===== src/pfrs_ram.sv =====
// ----------------------------------------------------------------------------
// pfrs_ram
// Generic simple dual-port RAM with one write port and a registered read.
// ----------------------------------------------------------------------------
module pfrs_ram #(
   parameter int WIDTH = 8,
   parameter int DEPTH = 16
) (
   input  logic                     clock,
   input  logic                     wr_en,
   input  logic [$clog2(DEPTH)-1:0] wr_addr,
   input  logic [WIDTH-1:0]         wr_data,
   input  logic                     rd_en,
   input  logic [$clog2(DEPTH)-1:0] rd_addr,
   output logic [WIDTH-1:0]         rd_data
);

   logic [WIDTH-1:0] mem [DEPTH];
   logic [WIDTH-1:0] rd_data_ff;

   always_ff @(posedge clock) begin
      if (wr_en) begin
         mem[wr_addr] <= wr_data;
      end
      if (rd_en) begin
         rd_data_ff <= mem[rd_addr];
      end
   end

   assign rd_data = rd_data_ff;

endmodule


===== config.mk =====
export PLATFORM = sky130hd
export DESIGN_NAME = pfrs_ram
export DESIGN_NICKNAME = d
export VERILOG_FILES = /design/src/pfrs_ram.sv
export SDC_FILE = /design/constraint.sdc
export NUM_CORES = 1
export LEC_CHECK = 0
export ABC_CLOCK_PERIOD_IN_PS = 2250
export BUFFER_PORTS_ARGS = -buffer_cell sky130_fd_sc_hd__buf_2
export CAP_MARGIN = 25
export CORE_MARGIN = 4
export CORE_UTILIZATION = 60
export CTS_CLUSTER_DIAMETER = 80
export CTS_CLUSTER_SIZE = 10
export DETAILED_ROUTE_END_ITERATION = 10
export GPL_ROUTABILITY_DRIVEN = 0
export PLACE_DENSITY_LB_ADDON = 0.12
export RECOVER_POWER = 50
export SYNTH_ARGS = -nofsm -noshare
export SYNTH_HDL_FRONTEND = slang
export SYNTH_SLANG_ARGS = --single-unit

===== constraint.sdc =====
create_clock -name clock -period 2.25 [get_ports clock]
set_clock_uncertainty 0.05 [all_clocks]
set_input_delay 0.1125 -clock clock [delete_from_list [all_inputs] [get_ports clock]]
set_output_delay 0.1125 -clock clock [all_outputs]
set_load 0.01 [all_outputs]

==> key figures, run 1 <==
Final layout
  • Nets@finish: 310
  • Layout Utilization: approximately three quarters
  • Fraction of layout cells with a size suffix above 1: 24.42%
  • Multi-input gate area: 1057 um2
  • Layout Cells excl Fill: 408
  • Layout area overhead: 19.05%
  • Register area: 4084 um2
  • Number of diodes: 0
  • Filler instances: roughly 470

Timing
  • Fmax: between 600 and 700 MHz
  • RSZ-0062 raised after global routing: no
  • Worst slew margin: 51.02%
  • Setup violation total in the final timing report: 0
  • Setup TNS: 0 ns
  • Slew Limit Fails: 0
  • Slew @ Worst Pin: 0.7347 ns
  • Final min period: 1.602 ns
  • Final clock period utilization by the worst path: about 71%
  • Count of final hold-check violations: 0

Setup path
  • Critical path origin: mem[1][3]
  • Type of origin of the critical path: register
  • Max FO, Critical Path: 1
  • End of the worst register-to-register path: rd_data[3]
  • CP Capture Type: register
  • Bufs and invs on worst path: 0
  • Crit Path Class: reg -> reg
  • Reg-to-Reg Start: mem[1][3]
  • Crit. path cell count: 3
  • Top Family by Delay on Critical Path: multiplexers
  • Critical-path top delay cell: mux4_1
  • R2R cell count: 3
  • Req. time, crit path: roughly 2.5 ns
  • Worst stage delay on the critical path: 0.52 ns
  • Critical path arrival: 1.80 ns
  • Setup crit end: rd_data[3]
  • Flop-to-flop setup slack: 0.65 ns
  • CP cell instances: mux4_1 -> a22oi_1 -> nand2_1

Logic synthesis
  • Mux share of post-synthesis cell area: 14.79%
  • Syn_area_per_cell: 22.83 um2
  • Synth area leader: edfxtp_1
  • Leading post-synthesis cells by cell area: edfxtp_1, mux4_2, mux4_1, a22oi_1, nor2_1
  • Area fraction of the dominant cell type after synthesis: 78.12%
  • Cells after Synth: roughly 230
  • Yosys cell types: 18
  • FF+latch count, synth: 136
  • Mapped Area: 5228 um2
  • Main combinational cell family by area after synthesis: multiplexers
  • Yosys warnings: 0
  • Synth Area in Adders: 0%
  • Synth Area in Compound Gates: 2.298%
  • Post-synthesis xor/xnor area fraction: 0%
  • Simple-gate share of the synthesized area: 3.135%
  • Seq/Total Area, Yosys: ~80%
  • Syn nets: 248

Power and ir drop
  • Leakage: 2.089 nW
  • Pwr Density: roughly 970 nW/um2
  • IR drop worst, VDD: a little over 700 uV

Min path
  • Hold Path Depth: 3
  • Hold Crit Class: in -> reg

Routing
  • Initial DRC count: 208
  • First-pass DRT Iterations: 4
  • Post-route DRC: 0
  • Detail Route Antenna Nets: 0
  • Vias per cell: approximately 6.3
  • Vias: 2585
  • Wire length per cell: 25.23 um
  • Final wirelength: between 10 and 15 mm

Floorplanning
  • Initial Util: between 60% and 70%
  • IO Pins: 27
  • Die width: between 100 and 150 um
  • Die Y: 101.3 um
  • # rows: 33
  • Die area: between 10000 and 15000 um2
  • Area of the core: 8341 um2

Global routing
  • Largest net degree at the start of global routing: 33
  • Number of global-route vias before repair: 2578
  • Initial antenna violation count: 0
  • First-pass GRT wire length: 15.55 mm
  • GRT Resource Usage Total: 22.11%
  • Remaining Overflow, GRT: 0

Placed design
  • IO Port Bufs: 26
  • Cells after DPL: ~370
  • Final HPWL DP: slightly above 6 mm

Clock network
  • PostCTS Resize Cnt: 0
  • Clk sinks: 136
  • Root buffer cell: clkbuf_8
  • Inserted Clock Buffers: 17
  • Clk Latency, worst-skew pair: 0.51 ns
  • H-tree lvl count: 4
  • CTS tree: yes
  • CTS clk-pin slew, worst paths: 0.06 ns
  • Clock Path Buffers: 2

Flow run
  • # Max-Cap Violations: 0

Status
  • Outcome: completed
==> cell usage after synthesis <==
master	instances
or3b_2	1
mux4_1	14
mux4_2	18
a22oi_1	16
and2b_1	1
buf_6	3
nor2_1	13
buf_2	3
nor3_1	4
nand2_1	9
nand3b_1	2
nor2b_1	1
clkdlybuf4s25_2	3
nand3_1	1
and2_1	1
edfxtp_1	136
buf_4	1
nand2b_1	2
==> how the worst min path moves through the flow <==
stage | startpoint | endpoint | slack [ns]
2_1_floorplan | wr_data[0] | mem[0][0] | 0.16
3_3_place_gp | rd_en | rd_data[7] | 0.43
4_1_cts | wr_addr[0] | mem[4][5] | 0.10
5_1_grt | wr_addr[0] | mem[8][6] | 0.11
6_report | wr_addr[0] | mem[8][6] | 0.12
3_5_place_dp | rd_en | rd_data[4] | 0.43
==> tightest hold or removal path: stages <==
cell and delay (ns):
buf_2 0.15, nor3_1 0.07, buf_4 0.17
==> cell type report <==
class	instances	share of cell area, %
clock buffers	19	6.775
repair buffers	53	5.308
well taps	105	2.111
flip-flops and latches	136	65.62
multi-input cells	83	16.99
clock inverters	12	3.197
==> layout by cell type, fill, tap and decap left out, types with 4 or more instances in the layout <==
| master | n |
|---|---|
| a22oi_1 | 16 |
| bufinv_16 | 5 |
| buf_4 | 5 |
| mux4_2 | 18 |
| clkbuf_16 | 16 |
| nor2_1 | 13 |
| clkbuf_1 | 20 |
| nor3_1 | 4 |
| buf_2 | 19 |
| edfxtp_1 | 136 |
| mux4_1 | 14 |
| dlygate4sd3_1 | 9 |
| nand2_1 | 9 |
==> per-layer routing <==
| layer | vias up | GRT usage (%) | part of all wire [%] |
|---|---|---|---|
| met5 | - | 0 | 0 |
| met1 | 1327 | 31.77 | 41 |
| met2 | 128 | 33.00 | 49 |
| met3 | 21 | 6.405 | 8.5 |
| li1 | 1109 | - | - |
| met4 | 0 | 7.975 | 2.0 |
==> stage by stage <==
stage	total power, mW	setup WS [ns]	area, um2	hold slack (ns)
2_1_floorplan	3.068	0.5946	5228	0.1614
3_3_place_gp	3.187	0.4335	5563	0.4319
3_5_place_dp	3.194	0.4240	5563	0.4335
4_1_cts	6.082	0.6496	6274	0.1040
5_1_grt	6.243	0.5927	6223	0.1080
6_report	6.041	0.6478	6223	0.1232
==> power by group <==
group	switching (mW)	internal, mW
clock network	0.984	1.91
registers	0.0146	2.86
logic	0.164	0.116
==> kinds of logic after synthesis <==
family	count (synthesis)
DFF	136
and+or+nand+nor	35
buffers and inverters	10
AOI/OAI and AO/OA	16
muxes	32
==> timing repair <==
action	4_1_cts	5_1_grt
hold buffers	9	0
endpoints found under the hold margin	136	0
setup buffers	0	0
==> state kept, by name (all words and copies together), names as in the netlist <==
register / cells
mem: 128
rd_data: 8
No activity file was read; power rests on OpenSTA's default activity.
==> run 2, diff against run 1 <==
Settings changed: ABC_AREA from default to 1, ABC_CLOCK_PERIOD_IN_PS 2250 to 1500, CORE_UTILIZATION 60 to 61.
Clock period 2.25 ns to 1.5 ns, I/O delays scaled along.
==> key figures, run 2 <==
Clock network
  • Clk Latency, worst-skew pair: 0.52 ns (about the same)
  • Clk sinks: 136 (unchanged)
  • Clock Path Buffers: 2 (unchanged)
  • CTS Hold Bufs: 10 (+1)
  • PostCTS Resize Cnt: 0 (unchanged)
  • Post-CTS Setup Repair Bufs: 0 (unchanged)
  • CTS tree: yes
  • CTS clk-pin slew, worst paths: 0.06 ns (about the same)
  • Root buffer cell: clkbuf_8
  • Inserted Clock Buffers: 17 (unchanged)
  • H-tree lvl count: 4 (unchanged)

Global routing
  • Largest net degree at the start of global routing: 65 (+97%)
  • First-pass GRT wire length: 20.13 mm (+29%)
  • GRT Resource Usage Total: 24.35% (+2.2 points)
  • Initial antenna violation count: 0 (unchanged)
  • Remaining Overflow, GRT: 0 (unchanged)
  • Number of global-route vias before repair: 3962 (+54%)

Setup path
  • Critical-path top delay cell: edfxtp_1
  • Setup crit end: rd_data[3]
  • Critical path origin: mem[5][3]
  • Critical path arrival: 1.50 ns (-0.30 ns)
  • Bufs and invs on worst path: 1 (+1)
  • Reg-to-Reg Start: mem[5][3]
  • Max FO, Critical Path: 1 (unchanged)
  • Crit Path Class: reg -> reg
  • End of the worst register-to-register path: rd_data[3]
  • Critical Path Most Common Cell: nand3_1
  • Crit. path cell count: 6 (+3)
  • Req. time, crit path: 1.73 ns (-0.72 ns)
  • Top Family by Delay on Critical Path: simple AND/OR/NAND/NOR gates
  • Type of origin of the critical path: register
  • Worst stage delay on the critical path: 0.37 ns (-0.15 ns)
  • CP cell instances: inv_1 -> nand2_1 -> nand3_1 -> nand3_1 -> nand3_1 -> nand2_1
  • R2R cell count: 6 (+3)
  • Flop-to-flop setup slack: 0.23 ns (-0.42 ns)
  • CP Capture Type: register

Logic synthesis
  • Synth cell count leaders: nand2_1, edfxtp_1, inv_1
  • Area fraction of the dominant cell type after synthesis: 69.85% (-8.3 points)
  • Syn_area_per_cell: 10.61 um2 (-54%)
  • Cells after Synth: 551 (+140%)
  • Ys async rst share: 0% (unchanged)
  • Top_reg_cell synth: edfxtp_1
  • Mapped Area: 5847 um2 (+12%)
  • FF+latch count, synth: 136 (unchanged)
  • Yosys warnings: 0 (unchanged)
  • Leading post-synthesis cells by cell area: edfxtp_1, nand2_1, nand3_1, inv_1, buf_6
  • Post-synth EDFFs: 136 (unchanged)
  • Yosys cell types: 11 (-7)
  • Top-count cell post-synth: nand2_1
  • Syn nets: 570 (+130%)
  • Seq/Total Area, Yosys: 69.85% (-8.3 points)
  • Synth area leader: edfxtp_1

Routing
  • Vias per cell: 5.261 (-17%)
  • Vias: 3925 (+52%)
  • First-pass DRT Iterations: 7 (+3)
  • Wire length per cell: 16.81 um (-33%)
  • Initial DRC count: 279 (+34%)
  • Detail Route Antenna Nets: 0 (unchanged)
  • Final wirelength: 12.54 mm (+22%)
  • Post-route DRC: 0 (unchanged)

Final layout
  • Max reg flops: 128 (unchanged)
  • Nets@finish: 623 (+100%)
  • Layout area overhead: 15.45%
  • Most frequent cells in the layout: nand2_1, edfxtp_1, inv_1
  • Layout Cells excl Fill: 746 (+83%)
  • Number of diodes: 0 (unchanged)
  • Filler instances: 671 (+42%)
  • Fraction of layout cells with a size suffix above 1: 9.238% (-15 points)
  • Top reg by flops: mem
  • Commonest non-fill, non-tap cell in the layout: nand2_1

Timing
  • Slew @ Worst Pin: 0.8251 ns (+0.09049 ns)
  • RSZ-0062 raised after global routing: no
  • Setup TNS: 0 ns (unchanged)
  • Worst slew margin: 44.99% (-6.0 points)
  • Hold slack: 0.1521 ns (+0.02887 ns)
  • Fmax: 787.2 MHz (+26%)
  • Count of final hold-check violations: 0 (unchanged)
  • Final min period: 1.270 ns (-0.3319 ns)
  • Slew Limit Fails: 0 (unchanged)
  • Setup violation total in the final timing report: 0 (unchanged)
  • Final clock period utilization by the worst path: 84.69% (+13 points)

Power and ir drop
  • Leakage: 2.869 nW (+37%)
  • Pwr Density: 1277 nW/um2 (+32%)
  • IR drop worst, VDD: 840.4 uV (+19%)

Floorplanning
  • # rows: 35 (+6.1%)
  • IO Pins: 27 (unchanged)
  • Area of the core: 9284 um2 (+11%)
  • Die Y: 105.9 um (+4.5%)
  • Initial Util: 62.98% (+0.30 points)
  • Die area: 11220 um2 (+9.2%)
  • Die width: 105.9 um (+4.5%)

Placed design
  • Final HPWL DP: 7.432 mm (+21%)
  • IO Port Bufs: 26 (unchanged)
  • Cells after DPL: 704 (+91%)

Status
  • Outcome: completed

Flow run
  • # Max-Cap Violations: 0 (unchanged)

Min path
  • Hold Crit Class: in -> reg
## run 2: worst min-delay path by stage
stage                    start          to  slack [ns]  depth (start not counted)
detailed placement       rd_en  rd_data[3]        0.39                          1
global route        rd_addr[2]  rd_data[6]        0.17                          5
finish              rd_addr[2]  rd_data[3]        0.15                          6
CTS                      wr_en   mem[2][3]        0.10                          4
floorplan           wr_data[0]   mem[0][0]        0.12                          0
global placement         rd_en  rd_data[6]        0.39                          1
## run 2: layer usage
metal  vias to the layer above  wire length, um  GRT usage, %
met1                      1838             5123         31.28
met2                       163             6055         39.16
li1                       1891                -             -
met5                         -                0             0
met3                        33              942         6.193
met4                         0              422         11.47
## run 2: kinds of logic after synthesis
group | after synthesis | share of synthesized area, %
buffers and inverters | 126 | 9.394
flip-flops | 136 | 69.85
AND/OR/NAND/NOR | 289 | 20.76
## run 2: per-stage QoR
| stage | setup WS [ns] | cell area (um2) | power (mW) | utilization [%] |
|---|---|---|---|---|
| 6_report | 0.2297 | 6750 | 8.619 | 72.71 |
| 5_1_grt | 0.1397 | 6750 | 8.886 | 72.71 |
| 4_1_cts | 0.2621 | 6819 | 8.664 | 73.45 |
| 3_5_place_dp | 0.1362 | 6175 | 4.902 | 66.51 |
| 3_3_place_gp | 0.1881 | 6175 | 4.887 | 66.51 |
| 2_1_floorplan | 0.4242 | 5847 | 4.689 | - |
## run 2: power by group
| group | switching (mW) | internal [mW] |
|---|---|---|
| logic | 0.367 | 0.165 |
| registers | 0.0245 | 4.28 |
| clock network | 1.57 | 2.21 |
## run 2: final cells by class
cell class                 instances  area [um2]  area share, %
multi-input combinational        289        1214          17.98
clock inverter                    13       122.6          1.817
inverter                         102       382.9          5.672
clock buffer                      19       421.7          6.247
timing repair buffer              58       364.1          5.394
tap                              129       161.4          2.391
sequential                       136        4084          60.50
## run 2: worst min-delay path, cell delays in order
cell and delay [ns]:
buf_2 0.09, inv_1 0.04, buf_4 0.19, nand3_1 0.10, nand3_1 0.06, nand2_1 0.06
==> run 3, diff against run 2 <==
Settings changed: ABC_CLOCK_PERIOD_IN_PS 1500 to 1200.
Clock period 1.5 ns to 1.2 ns, I/O delays scaled along.
==> key figures, run 3 (same netlist as run 2, synthesis figures left out) <==
Status
  • Failing checks: setup timing
  • Outcome: finished with violations

Timing
  • Slew @ Worst Pin: 0.8113 ns (-0.01383 ns)
  • Slew Limit Fails: 0 (unchanged)
  • Hold slack: 0.0002570 ns (-0.1518 ns)
  • Final clock period utilization by the worst path: 100.6%
  • Setup TNS: -0.01416 ns (-0.01416 ns)
  • Worst slew margin: 45.91% (+0.92 points)
  • Final worst slack: -0.006674 ns (-0.2364 ns)
  • Final min period: 1.207 ns
  • Fmax: just over 800 MHz
  • RSZ-0062 raised after global routing: yes
  • Count of final hold-check violations: 0 (unchanged)
  • Setup violation total in the final timing report: 4 (+4)

Global routing
  • GRT Resource Usage Total: 24.95% (+0.60 points)
  • Initial antenna violation count: 0 (unchanged)
  • First-pass GRT wire length: 20.93 mm (+4.0%)
  • Number of global-route vias before repair: 3992 (+0.76%)
  • Remaining Overflow, GRT: 0 (unchanged)
  • Largest net degree at the start of global routing: 65 (unchanged)

Final layout
  • Layout Cells excl Fill: 748 (+0.27%)
  • Register area: 4084 um2 (unchanged)
  • Fraction of layout cells with a size suffix above 1: 13.25% (+4.0 points)
  • Final Instance Area: 6948 um2 (+2.9%)
  • Layout area overhead: 18.83%
  • Max reg flops: 128 (unchanged)
  • Nets@finish: 626 (+0.48%)
  • Top reg by flops: mem
  • Filler instances: 633 (-5.7%)
  • Most frequent cells in the layout: nand2_1, edfxtp_1, inv_1
  • Multi-input gate area: 1339 um2 (+10%)
  • Commonest non-fill, non-tap cell in the layout: nand2_1
  • Number of diodes: 0 (unchanged)

Power and ir drop
  • Pint: 8.917 mW (+34%)
  • Sequential fraction of design power: 47.6% (-2.4 points)
  • Pwr Density: 1628 nW/um2 (+27%)
  • IR drop worst, VDD: 1347 uV (+60%)
  • Leakage: 2.961 nW (+3.2%)
  • Clock power frac: 46.1% (+2.2 points)
  • Net Sw Frac: 21.17% (-1.6 points)
  • NetSw: 2.395 mW (+22%)
  • Part of the power in combinational logic: 6.4% (+0.2 points)

Placed design
  • Placed cell area: 6197 um2 (+0.36%)
  • Final HPWL DP: 7.819 mm (+5.2%)
  • IO Port Bufs: 26 (unchanged)
  • Cells after DPL: 707 (+0.43%)

Floorplanning
  • Initial Util: 62.98% (unchanged)
  • Area of the core: 9284 um2 (unchanged)
  • Die width: 105.9 um (unchanged)
  • Die area: 11220 um2 (unchanged)
  • IO Pins: 27 (unchanged)
  • Die Y: 105.9 um (unchanged)
  • # rows: 35 (unchanged)

Setup path
  • CP cell instances: buf_2
  • Max FO, Critical Path: 1 (unchanged)
  • Critical-path top delay cell: edfxtp_1
  • Worst stage delay on the critical path: 0.42 ns (+0.05 ns)
  • End of the worst register-to-register path: rd_data[7]
  • Reg-to-Reg Start: mem[7][7]
  • Top Family by Delay on Critical Path: flip-flops
  • R2R cell count: 6 (unchanged)
  • CP Capture Type: output pin
  • Critical path arrival: 1.10 ns (-0.40 ns)
  • Bufs and invs on worst path: 1 (unchanged)
  • Flop-to-flop setup slack: 0 ns (-0.23 ns)
  • Req. time, crit path: 1.09 ns (-0.64 ns)
  • Type of origin of the critical path: register
  • Crit Path Class: reg -> out

Routing
  • Vias: 3960 (+0.89%)
  • Detail Route Antenna Nets: 0 (unchanged)
  • Post-route DRC: 0 (unchanged)
  • First-pass DRT Iterations: 5 (-2)
  • Final wirelength: 12.98 mm (+3.5%)
  • Initial DRC count: 324 (+16%)
  • Wire length per cell: 17.36 um (+3.2%)
  • Vias per cell: 5.294 (+0.62%)

Clock network
  • CTS clk-pin slew, worst paths: 0.06 ns (about the same)
  • CTS tree: yes
  • Clk sinks: 136 (unchanged)
  • Root buffer cell: clkbuf_8
  • Clock Path Buffers: 2 (unchanged)
  • Inserted Clock Buffers: 17 (unchanged)
  • Clk Latency, worst-skew pair: 0.52 ns (about the same)
  • H-tree lvl count: 4 (unchanged)

Min path
  • Hold Crit Class: in -> reg
  • WHS Endpoint: rd_data[5]
  • HP Start: rd_addr[2]
  • Hold Path Depth: 4 (-2)

Flow run
  • # Max-Cap Violations: 0 (unchanged)
## run 3: cell types whose count changed in the layout (fill, tap and decap cells not counted), sizes merged
cell      delta
buf          +3
bufinv       +3
clkbuf       -2
clkinvlp     -1
inv          -1
## run 3: per-layer routing
metal	routed length, um	GRT usage (%)
met1	5308	33.49
met2	6250	39.53
met3	951	4.979
met4	474	11.84
met5	0	0
## run 3: through the flow
step | worst slack [ns] | util, % | power [mW]
after floorplan | 0.1392 | - | 5.862
after global placement | -0.1367 | 66.75 | 6.120
after detailed placement | -0.1676 | 66.75 | 6.139
after CTS | -0.01276 | 74.34 | 11.29
after global routing | -0.04898 | 74.84 | 11.67
final | -0.006674 | 74.84 | 11.31
## run 3: worst register-to-register path: stages, from the launching register on
cell and delay (ns):
edfxtp_1 0.39, nand2_1 0.11, nand2_1 0.07, nand2_1 0.07
nand3_2 0.12, nand3_2 0.10, nand2_1 0.06
## run 3: worst max-delay path by stage
stage / slack (ns) / start / cells past startpoint / end
after floorplan: 0.14 / wr_addr[2] / 2 / mem[10][0]
after global placement: -0.14 / rd_addr[1] / 6 / rd_data[7]
after detailed placement: -0.17 / rd_addr[1] / 6 / rd_data[7]
after CTS: -0.01 / rd_data[4] / 1 / rd_data[4]
after global routing: -0.05 / mem[7][7] / 6 / rd_data[7]
final: -0.007 / rd_data[4] / 1 / rd_data[4]
## run 3: power by group through the flow
stage	sequential, mW	combinational [mW]	clock (mW)
2_1_floorplan	5.49	0.375	0
3_3_place_gp	5.48	0.643	0
3_5_place_dp	5.48	0.659	0
4_1_cts	5.38	0.692	5.21
5_1_grt	5.39	0.796	5.49
6_report	5.38	0.718	5.21
## run 3: repair_timing
| item | in CTS | in global routing |
|---|---|---|
| endpoints found under the setup margin | 4 | 10 |
| buffers inserted | 0 | 0 |
| endpoints found under the hold margin | 142 | 0 |
| hold buffers | 10 | 0 |
| gates cloned | 0 | 0 |
| gates resized for setup | 2 | 23 |
| pin swaps | 0 | 1 |
## run 3: cell type report
class	count	area share, %
inverters	102	5.511
well taps	129	2.323
clock buffers	17	5.961
flip-flops and latches	136	58.78
multi-input cells	289	19.27
clock inverters	14	2.593
repair buffers	61	5.565
